`config.mk`:
```
export PLATFORM = sky130hd
export DESIGN_NAME = button_gesture_detector
export DESIGN_NICKNAME = d
export VERILOG_FILES = /design/src/rtl/bgd_pkg.sv /design/src/rtl/bgd_core.sv /design/src/rtl/button_gesture_detector.sv
export SDC_FILE = /design/constraint.sdc
export NUM_CORES = 1
export LEC_CHECK = 0
export BUFFER_PORTS_ARGS = -buffer_cell sky130_fd_sc_hd__buf_2
export CELL_PAD_IN_SITES_DETAIL_PLACEMENT = 1
export CELL_PAD_IN_SITES_GLOBAL_PLACEMENT = 2
export CORE_MARGIN = 2
export CORE_UTILIZATION = 34
export DETAILED_ROUTE_END_ITERATION = 7
export GPL_ROUTABILITY_DRIVEN = 0
export PLACE_DENSITY_LB_ADDON = 0.12
export SLEW_MARGIN = 15
export SYNTH_ARGS = -nofsm -noshare
export SYNTH_HDL_FRONTEND = slang
export SYNTH_SLANG_ARGS = --single-unit
```
`constraint.sdc`:
```
create_clock -name aclk -period 4.8 [get_ports aclk]
set_input_delay 0.96 -clock aclk [delete_from_list [all_inputs] [get_ports aclk]]
set_output_delay 0.96 -clock aclk [all_outputs]
set_load 0.005 [all_outputs]
```
`src/rtl/bgd_pkg.sv`:
```
// Package for the button gesture detector: shared types, codes and reset values.
package bgd_pkg;

    // Configuration register width and reset values
    localparam int CFG_W            = 16;
    localparam int CFG_IDX_W        = 2;
    localparam int TIMER_BITS_DEF   = 16;

    localparam logic [CFG_W-1:0] DEBOUNCE_RST     = 16'd50;
    localparam logic [CFG_W-1:0] LONG_PRESS_RST   = 16'd750;
    localparam logic [CFG_W-1:0] DOUBLE_CLICK_RST = 16'd500;
    localparam logic [CFG_W-1:0] REPEAT_RST       = 16'd100;

    // Register indexes on the configuration port
    typedef enum logic [CFG_IDX_W-1:0] {
        REG_DEBOUNCE     = 2'd0,
        REG_LONG_PRESS   = 2'd1,
        REG_DOUBLE_CLICK = 2'd2,
        REG_REPEAT       = 2'd3
    } reg_idx_t;

    // Click report codes
    localparam logic [1:0] CLICK_NONE   = 2'd0;
    localparam logic [1:0] CLICK_SINGLE = 2'd1;
    localparam logic [1:0] CLICK_DOUBLE = 2'd2;

    // Click tally values
    localparam logic [1:0] TALLY_ZERO = 2'd0;
    localparam logic [1:0] TALLY_ONE  = 2'd1;
    localparam logic [1:0] TALLY_TWO  = 2'd2;
    localparam logic [1:0] TALLY_MAX  = 2'd3;

    // Timing thresholds
    typedef struct packed {
        logic [CFG_W-1:0] debounce_ms;
        logic [CFG_W-1:0] long_press_ms;
        logic [CFG_W-1:0] double_click_ms;
        logic [CFG_W-1:0] repeat_ms;
    } cfg_t;

    // Single-bit and tally state of the gesture tracker
    typedef struct packed {
        logic       raw_previous;
        logic       stable_level;
        logic       long_active;
        logic [1:0] click_tally;
    } flags_t;

    // One result item
    typedef struct packed {
        logic       button_stable;
        logic [1:0] click_event;
        logic       long_press_start;
        logic       repeat_action;
    } result_t;

endpackage

```
`src/rtl/bgd_core.sv`:
```
// Per-tick next-state and result logic of the button gesture detector.
module bgd_core #(
    parameter int TIMER_BITS = bgd_pkg::TIMER_BITS_DEF
) (
    input  logic                  button_raw,
    input  bgd_pkg::cfg_t         cfg,
    input  bgd_pkg::flags_t       flags,
    input  logic [TIMER_BITS-1:0] since_level_change,
    input  logic [TIMER_BITS-1:0] since_press,
    input  logic [TIMER_BITS-1:0] since_repeat,
    output bgd_pkg::flags_t       flags_next,
    output logic [TIMER_BITS-1:0] since_level_change_next,
    output logic [TIMER_BITS-1:0] since_press_next,
    output logic [TIMER_BITS-1:0] since_repeat_next,
    output bgd_pkg::result_t      result
);

    // Compare width covers both timer and register
    localparam int CMP_W = (TIMER_BITS > bgd_pkg::CFG_W) ? TIMER_BITS : bgd_pkg::CFG_W;

    function automatic logic [TIMER_BITS-1:0] sat_inc(input logic [TIMER_BITS-1:0] t);
        return (&t) ? t : t + TIMER_BITS'(1);
    endfunction

    function automatic logic gt(input logic [TIMER_BITS-1:0] t,
                                input logic [bgd_pkg::CFG_W-1:0] r);
        return CMP_W'(t) > CMP_W'(r);
    endfunction

    always_comb begin
        bgd_pkg::flags_t       f;
        logic [TIMER_BITS-1:0] slc;
        logic [TIMER_BITS-1:0] sp;
        logic [TIMER_BITS-1:0] sr;
        logic [1:0]            click;
        logic                  lp_start;
        logic                  rep;

        f        = flags;
        click    = bgd_pkg::CLICK_NONE;
        lp_start = 1'b0;
        rep      = 1'b0;

        // Elapsed-time counters advance and saturate
        slc = sat_inc(since_level_change);
        sp  = sat_inc(since_press);
        sr  = sat_inc(since_repeat);

        // Raw level change restarts debounce
        if (button_raw != flags.raw_previous) begin
            slc = '0;
        end

        // Debounced level update, press counting
        if (gt(slc, cfg.debounce_ms) && (button_raw != f.stable_level)) begin
            f.stable_level = button_raw;
            f.long_active  = 1'b0;
            if (button_raw) begin
                sp = '0;
                if (f.click_tally != bgd_pkg::TALLY_MAX) begin
                    f.click_tally = f.click_tally + 2'd1;
                end
            end
        end
        f.raw_previous = button_raw;

        // Long press start cancels pending clicks
        if (f.stable_level && !f.long_active && gt(sp, cfg.long_press_ms)) begin
            f.long_active = 1'b1;
            f.click_tally = bgd_pkg::TALLY_ZERO;
            lp_start      = 1'b1;
        end

        // Repeat action during long press
        if (f.long_active && gt(sr, cfg.repeat_ms)) begin
            sr  = '0;
            rep = 1'b1;
        end

        // Click report after release and double-click window
        if ((f.click_tally != bgd_pkg::TALLY_ZERO) && !f.stable_level &&
            gt(sp, cfg.double_click_ms)) begin
            case (f.click_tally)
                bgd_pkg::TALLY_ONE: click = bgd_pkg::CLICK_SINGLE;
                bgd_pkg::TALLY_TWO: click = bgd_pkg::CLICK_DOUBLE;
                default:            click = bgd_pkg::CLICK_NONE;
            endcase
            f.click_tally = bgd_pkg::TALLY_ZERO;
        end

        flags_next              = f;
        since_level_change_next = slc;
        since_press_next        = sp;
        since_repeat_next       = sr;
        result.button_stable    = f.stable_level;
        result.click_event      = click;
        result.long_press_start = lp_start;
        result.repeat_action    = rep;
    end

endmodule

```
`src/rtl/button_gesture_detector.sv`:
```
// Top level of the button gesture detector: configuration, input, state and result registers.
//
//   channel | direction | handshake            | payload
//   --------+-----------+----------------------+----------------------------------------
//   s_      | in        | s_valid / s_ready    | s_button_raw
//   m_      | out       | m_valid / m_ready    | m_button_stable, m_click_event,
//           |           |                      | m_long_press_start, m_repeat_action
//   cfg_    | in        | cfg_wr_en            | cfg_index, cfg_wdata
//
// One request per cycle sustained while m_ready stays high. A request accepted sits in the
// input register, is processed into the result register, and can be taken from there
// when the output is not stalled.
// The tick update is one pass of compare and saturating-increment logic.
// aresetn (synchronous, active low) clears state, timers to saturated, and the
// thresholds to their defaults. A stalled m_ready holds the result; an empty input
// register takes one more request, then s_ready drops until the result is taken.
module button_gesture_detector #(
    parameter int TIMER_BITS = bgd_pkg::TIMER_BITS_DEF
) (
    input  logic                         aclk,
    input  logic                         aresetn,
    input  logic                         cfg_wr_en,
    input  logic [bgd_pkg::CFG_IDX_W-1:0] cfg_index,
    input  logic [bgd_pkg::CFG_W-1:0]    cfg_wdata,
    input  logic                         s_valid,
    output logic                         s_ready,
    input  logic                         s_button_raw,
    output logic                         m_valid,
    input  logic                         m_ready,
    output logic                         m_button_stable,
    output logic [1:0]                   m_click_event,
    output logic                         m_long_press_start,
    output logic                         m_repeat_action
);

    bgd_pkg::cfg_t         cfg_reg;
    bgd_pkg::flags_t       flags_reg, flags_next;
    logic [TIMER_BITS-1:0] slc_reg, slc_next;
    logic [TIMER_BITS-1:0] sp_reg, sp_next;
    logic [TIMER_BITS-1:0] sr_reg, sr_next;
    logic                  in_valid_reg;
    logic                  in_raw_reg;
    logic                  out_valid_reg;
    bgd_pkg::result_t      out_reg, out_next;
    logic                  advance;

    // Tick moves from input register into result register
    assign advance = in_valid_reg && (!out_valid_reg || m_ready);
    assign s_ready = !in_valid_reg || advance;

    // Configuration writes
    always_ff @(posedge aclk) begin
        if (!aresetn) begin
            cfg_reg.debounce_ms     <= bgd_pkg::DEBOUNCE_RST;
            cfg_reg.long_press_ms   <= bgd_pkg::LONG_PRESS_RST;
            cfg_reg.double_click_ms <= bgd_pkg::DOUBLE_CLICK_RST;
            cfg_reg.repeat_ms       <= bgd_pkg::REPEAT_RST;
        end else if (cfg_wr_en) begin
            unique case (bgd_pkg::reg_idx_t'(cfg_index))
                bgd_pkg::REG_DEBOUNCE:     cfg_reg.debounce_ms     <= cfg_wdata;
                bgd_pkg::REG_LONG_PRESS:   cfg_reg.long_press_ms   <= cfg_wdata;
                bgd_pkg::REG_DOUBLE_CLICK: cfg_reg.double_click_ms <= cfg_wdata;
                bgd_pkg::REG_REPEAT:       cfg_reg.repeat_ms       <= cfg_wdata;
                default: ;
            endcase
        end
    end

    // Input register
    always_ff @(posedge aclk) begin
        if (!aresetn) begin
            in_valid_reg <= 1'b0;
        end else if (s_ready) begin
            in_valid_reg <= s_valid;
        end
    end

    always_ff @(posedge aclk) begin
        if (s_valid && s_ready) begin
            in_raw_reg <= s_button_raw;
        end
    end

    // Tick logic
    bgd_core #(
        .TIMER_BITS (TIMER_BITS)
    ) u_core (
        .button_raw              (in_raw_reg),
        .cfg                     (cfg_reg),
        .flags                   (flags_reg),
        .since_level_change      (slc_reg),
        .since_press             (sp_reg),
        .since_repeat            (sr_reg),
        .flags_next              (flags_next),
        .since_level_change_next (slc_next),
        .since_press_next        (sp_next),
        .since_repeat_next       (sr_next),
        .result                  (out_next)
    );

    // Gesture state, updated once per tick
    always_ff @(posedge aclk) begin
        if (!aresetn) begin
            flags_reg <= '0;
            slc_reg   <= '1;
            sp_reg    <= '1;
            sr_reg    <= '1;
        end else if (advance) begin
            flags_reg <= flags_next;
            slc_reg   <= slc_next;
            sp_reg    <= sp_next;
            sr_reg    <= sr_next;
        end
    end

    // Result register
    always_ff @(posedge aclk) begin
        if (!aresetn) begin
            out_valid_reg <= 1'b0;
        end else if (advance) begin
            out_valid_reg <= 1'b1;
        end else if (m_ready) begin
            out_valid_reg <= 1'b0;
        end
    end

    always_ff @(posedge aclk) begin
        if (advance) begin
            out_reg <= out_next;
        end
    end

    assign m_valid            = out_valid_reg;
    assign m_button_stable    = out_reg.button_stable;
    assign m_click_event      = out_reg.click_event;
    assign m_long_press_start = out_reg.long_press_start;
    assign m_repeat_action    = out_reg.repeat_action;

endmodule

```
==> impl_metrics.tcl <==
set metrics [dict create \
    synth-seq-cells 125 \
    dieArea_um2 24150 \
    core_area_um2 22570 \
    largest_reg_flops 64 \
    irDropWorstVdd_mv 0.1847 \
    cts_tree "built" \
    synth_commonest_cells "nand2_1 (190), dfxtp_1 (119), a21oi_1 (96), inv_1 (82), ha_1 (67)" \
    drc_errors 0 \
    yosysSeqAreaShare_pct 32.88 \
    die_width_um 155.4 \
    synth_top_flop_cell "dfxtp_1" \
    finalSetupViolCount 21 \
    multi_input_area_um2 5184 \
    critPathMaxStageDelay_ns 0.33 \
    drv_cap 0 \
    syn_to_final_growth_pct 28.96 \
    grt.total_usage_pct 22.65 \
    synth_edf_count 6 \
    crit_arrival_ns 5.27 \
    clk_pin_slew_ns 0.07 \
    yosysUniqueCellTypes 76 \
    report.final.slew_viol_count 0 \
    hold_slack_ns 0.4533 \
    busiest_layer "met2" \
    cts_sinks 125 \
    outcome "complete, but fails checks" \
    syn_area_um2 7794 \
    crit_family "simple AND/OR/NAND/NOR gates" \
    violations "setup timing" \
    syn-num-nets 1096 \
    crit_buf_inv 2 \
    grt_max_degree 46 \
    crit_fanout 7 \
    globalRoute.totalOverflow 0 \
    stdcell_area_um2 10050 \
    grt_use_met2_pct 35.34 \
    post_dp_cell_area_um2 8966 \
    end_kind "flop" \
    clk_latency_ns 0.43 \
    wire_per_inst_um 18.84 \
    die_h_um 155.4 \
    viasPerCell 5.316 \
    fin_ws_ns -0.2004 \
    timing.final.crit_period_ns 5.000 \
    grt_use_met1_pct 33.01 \
    hold_buffers 0 \
    fin_worst_skew_ns 0.01173 \
    drtPass1Iterations 4 \
    clk_path_buf_depth 2 \
    seq_area_um2 2569 \
    rsz0062_at_grt "yes" \
    grt_pass1_vias 7534 \
    synth_area_leaders "dfxtp_1 (31%), ha_1 (11%), nand2_1 (9.2%)" \
    path_cells "and4_4 -> and4_4 -> nand4_1 -> buf_4 -> and4b_2 -> xnor2_2 -> nor2_2 -> ha_1 -> nand2_2 -> nor4_4 -> a21bo_4 -> nand3_4 -> nand3_4 -> buf_6 -> o211a_4 -> ha_4 -> nand4_1 -> nor4_2 -> a21boi_2 -> o31a_1 -> o31ai_4 -> a311oi_2 -> o311ai_2" \
    initial_utilization_pct 34.53 \
    drtIter0Drc 338 \
    dp_cells 1364 \
    fillCellCount 2760 \
    layout-drive-gt1-share_pct 24.07 \
    antenna_found_initial 0 \
    final_nets 1212 \
    worstPathRequired_ns 5.07 \
    min_period_over_period_pct 104.2 \
    vias 7544 \
    met3_usage_pct 3.259 \
    final_cell_count_no_fill 1419 \
    final_antenna_net_count 0 \
    leakage_uw 0.004216 \
    relSlewSlack_pct 45.06 \
    root_buffer "clkbuf_16" \
    io_pins 31 \
    fp-row-count 55 \
    yosysTopAreaCell "dfxtp_1" \
    cts_inserted_buffers 17 \
    grt_first_pass_wirelength_um 42410 \
    synth.most_common_cell "nand2_1" \
    syn_inst 1005 \
    yosysWarnings 0 \
    h-tree-depth 4 \
    max_freq_ghz 0.2000 \
    asyncSetResetFlopFracSynth_pct 0 \
    avgSynthCellArea_um2 7.755 \
    dp_hpwl_um 19540 \
    drt-total-wl_um 26730 \
    finalHoldViolCount 0 \
    path_class "flop to flop" \
    io_buffers 30 \
    cpMaxStageDelayCell "dfxtp_2" \
    power_density_nw_per_um2 434.7 \
    synth_top_area_share_pct 30.57 \
    worst_pin_slew_ns 0.8241 \
    min_path_type "flop to flop" \
    diodes 0 \
    startpoint_type "flop" \
]
cells by family after synthesis:
group           synth area share [%]
simple gates                   24.23
compound gates                 21.21
buf+inv                        6.261
flops                          32.88
fa+ha+maj                      10.76
xor+xnor                       3.484
mux                            1.188
power breakdown:
part / internal [uW] / total [uW] / leakage (uW) / switching (uW)
clock: 743 / 1320 / 0.000291 / 578
sequential: 1120 / 1190 / 0.00103 / 68.9
combinational: 834 / 1860 / 0.00289 / 1020
total: 2700 / 4370 / 0.00422 / 1670
cells in the final DEF, fill, tap and decap left out, types with 20 or more instances in the layout:
cell type	instances
buf_2	30
buf_4	103
nor2_1	47
ha_1	56
o211ai_1	25
a21oi_1	87
nand2_1	188
nand4_1	20
o21ai_0	26
nand3_1	37
dfxtp_1	114
xnor2_1	20
inv_1	81
final cells by class:
cell class | instances | share of cell area [%]
Multi-Input combinational cell | 753 | 51.57
Clock buffer | 17 | 4.233
Clock inverter | 15 | 1.656
Timing Repair Buffer | 142 | 10.37
Sequential cell | 125 | 25.56
Tap cell | 285 | 3.548
Inverter | 82 | 3.062
path summary, 6_finish.rpt:
check | to | cells past startpoint | slack (ns) | start
setup / recovery | sr_reg[6] | 23 | -0.20 | slc_reg[6]
setup reg to reg | sr_reg[6] | 23 | -0.20 | slc_reg[6]
hold reg to reg | cfg_reg[62] | 2 | 0.45 | cfg_reg[62]
hold / removal | cfg_reg[62] | 2 | 0.45 | cfg_reg[62]
metrics by stage:
| stage | util, % | TNS (ns) | power [uW] | setup WS [ns] |
|---|---|---|---|---|
| floorplan | - | -0.2915 | 2271 | -0.05518 |
| global placement | 39.72 | -4.894 | 2827 | -0.3194 |
| detailed placement | 39.72 | -7.228 | 2856 | -0.3922 |
| CTS | 43.65 | -1.854 | 4319 | -0.1693 |
| global route | 44.53 | -8.747 | 4662 | -0.4904 |
| finish | 44.53 | -2.367 | 4369 | -0.2004 |
worst reg2reg max path, cell delays in order, from the launching register on:
cell,delay [ns]
dfxtp_2,0.33
and4_4,0.23
and4_4,0.24
nand4_1,0.13
buf_4,0.17
and4b_2,0.25
xnor2_2,0.15
nor2_2,0.08
ha_1,0.32
nand2_2,0.10
nor4_4,0.24
a21bo_4,0.27
nand3_4,0.11
nand3_4,0.10
buf_6,0.15
o211a_4,0.14
ha_4,0.27
nand4_1,0.12
nor4_2,0.32
a21boi_2,0.20
o31a_1,0.26
o31ai_4,0.19
a311oi_2,0.32
o311ai_2,0.14
what timing repair did:
item,4_1_cts,5_1_grt
pin swaps,33,15
buffers inserted,17,5
gates cloned,1,0
gates resized for setup,34,32
setup endpoints to repair,23,23
per-layer routing:
metal,routed length (um),up-vias
li1,-,3787
met1,13730,3639
met2,11850,98
met3,853,20
met4,290,0
met5,0,-
(Power assumes the default switching activity.)
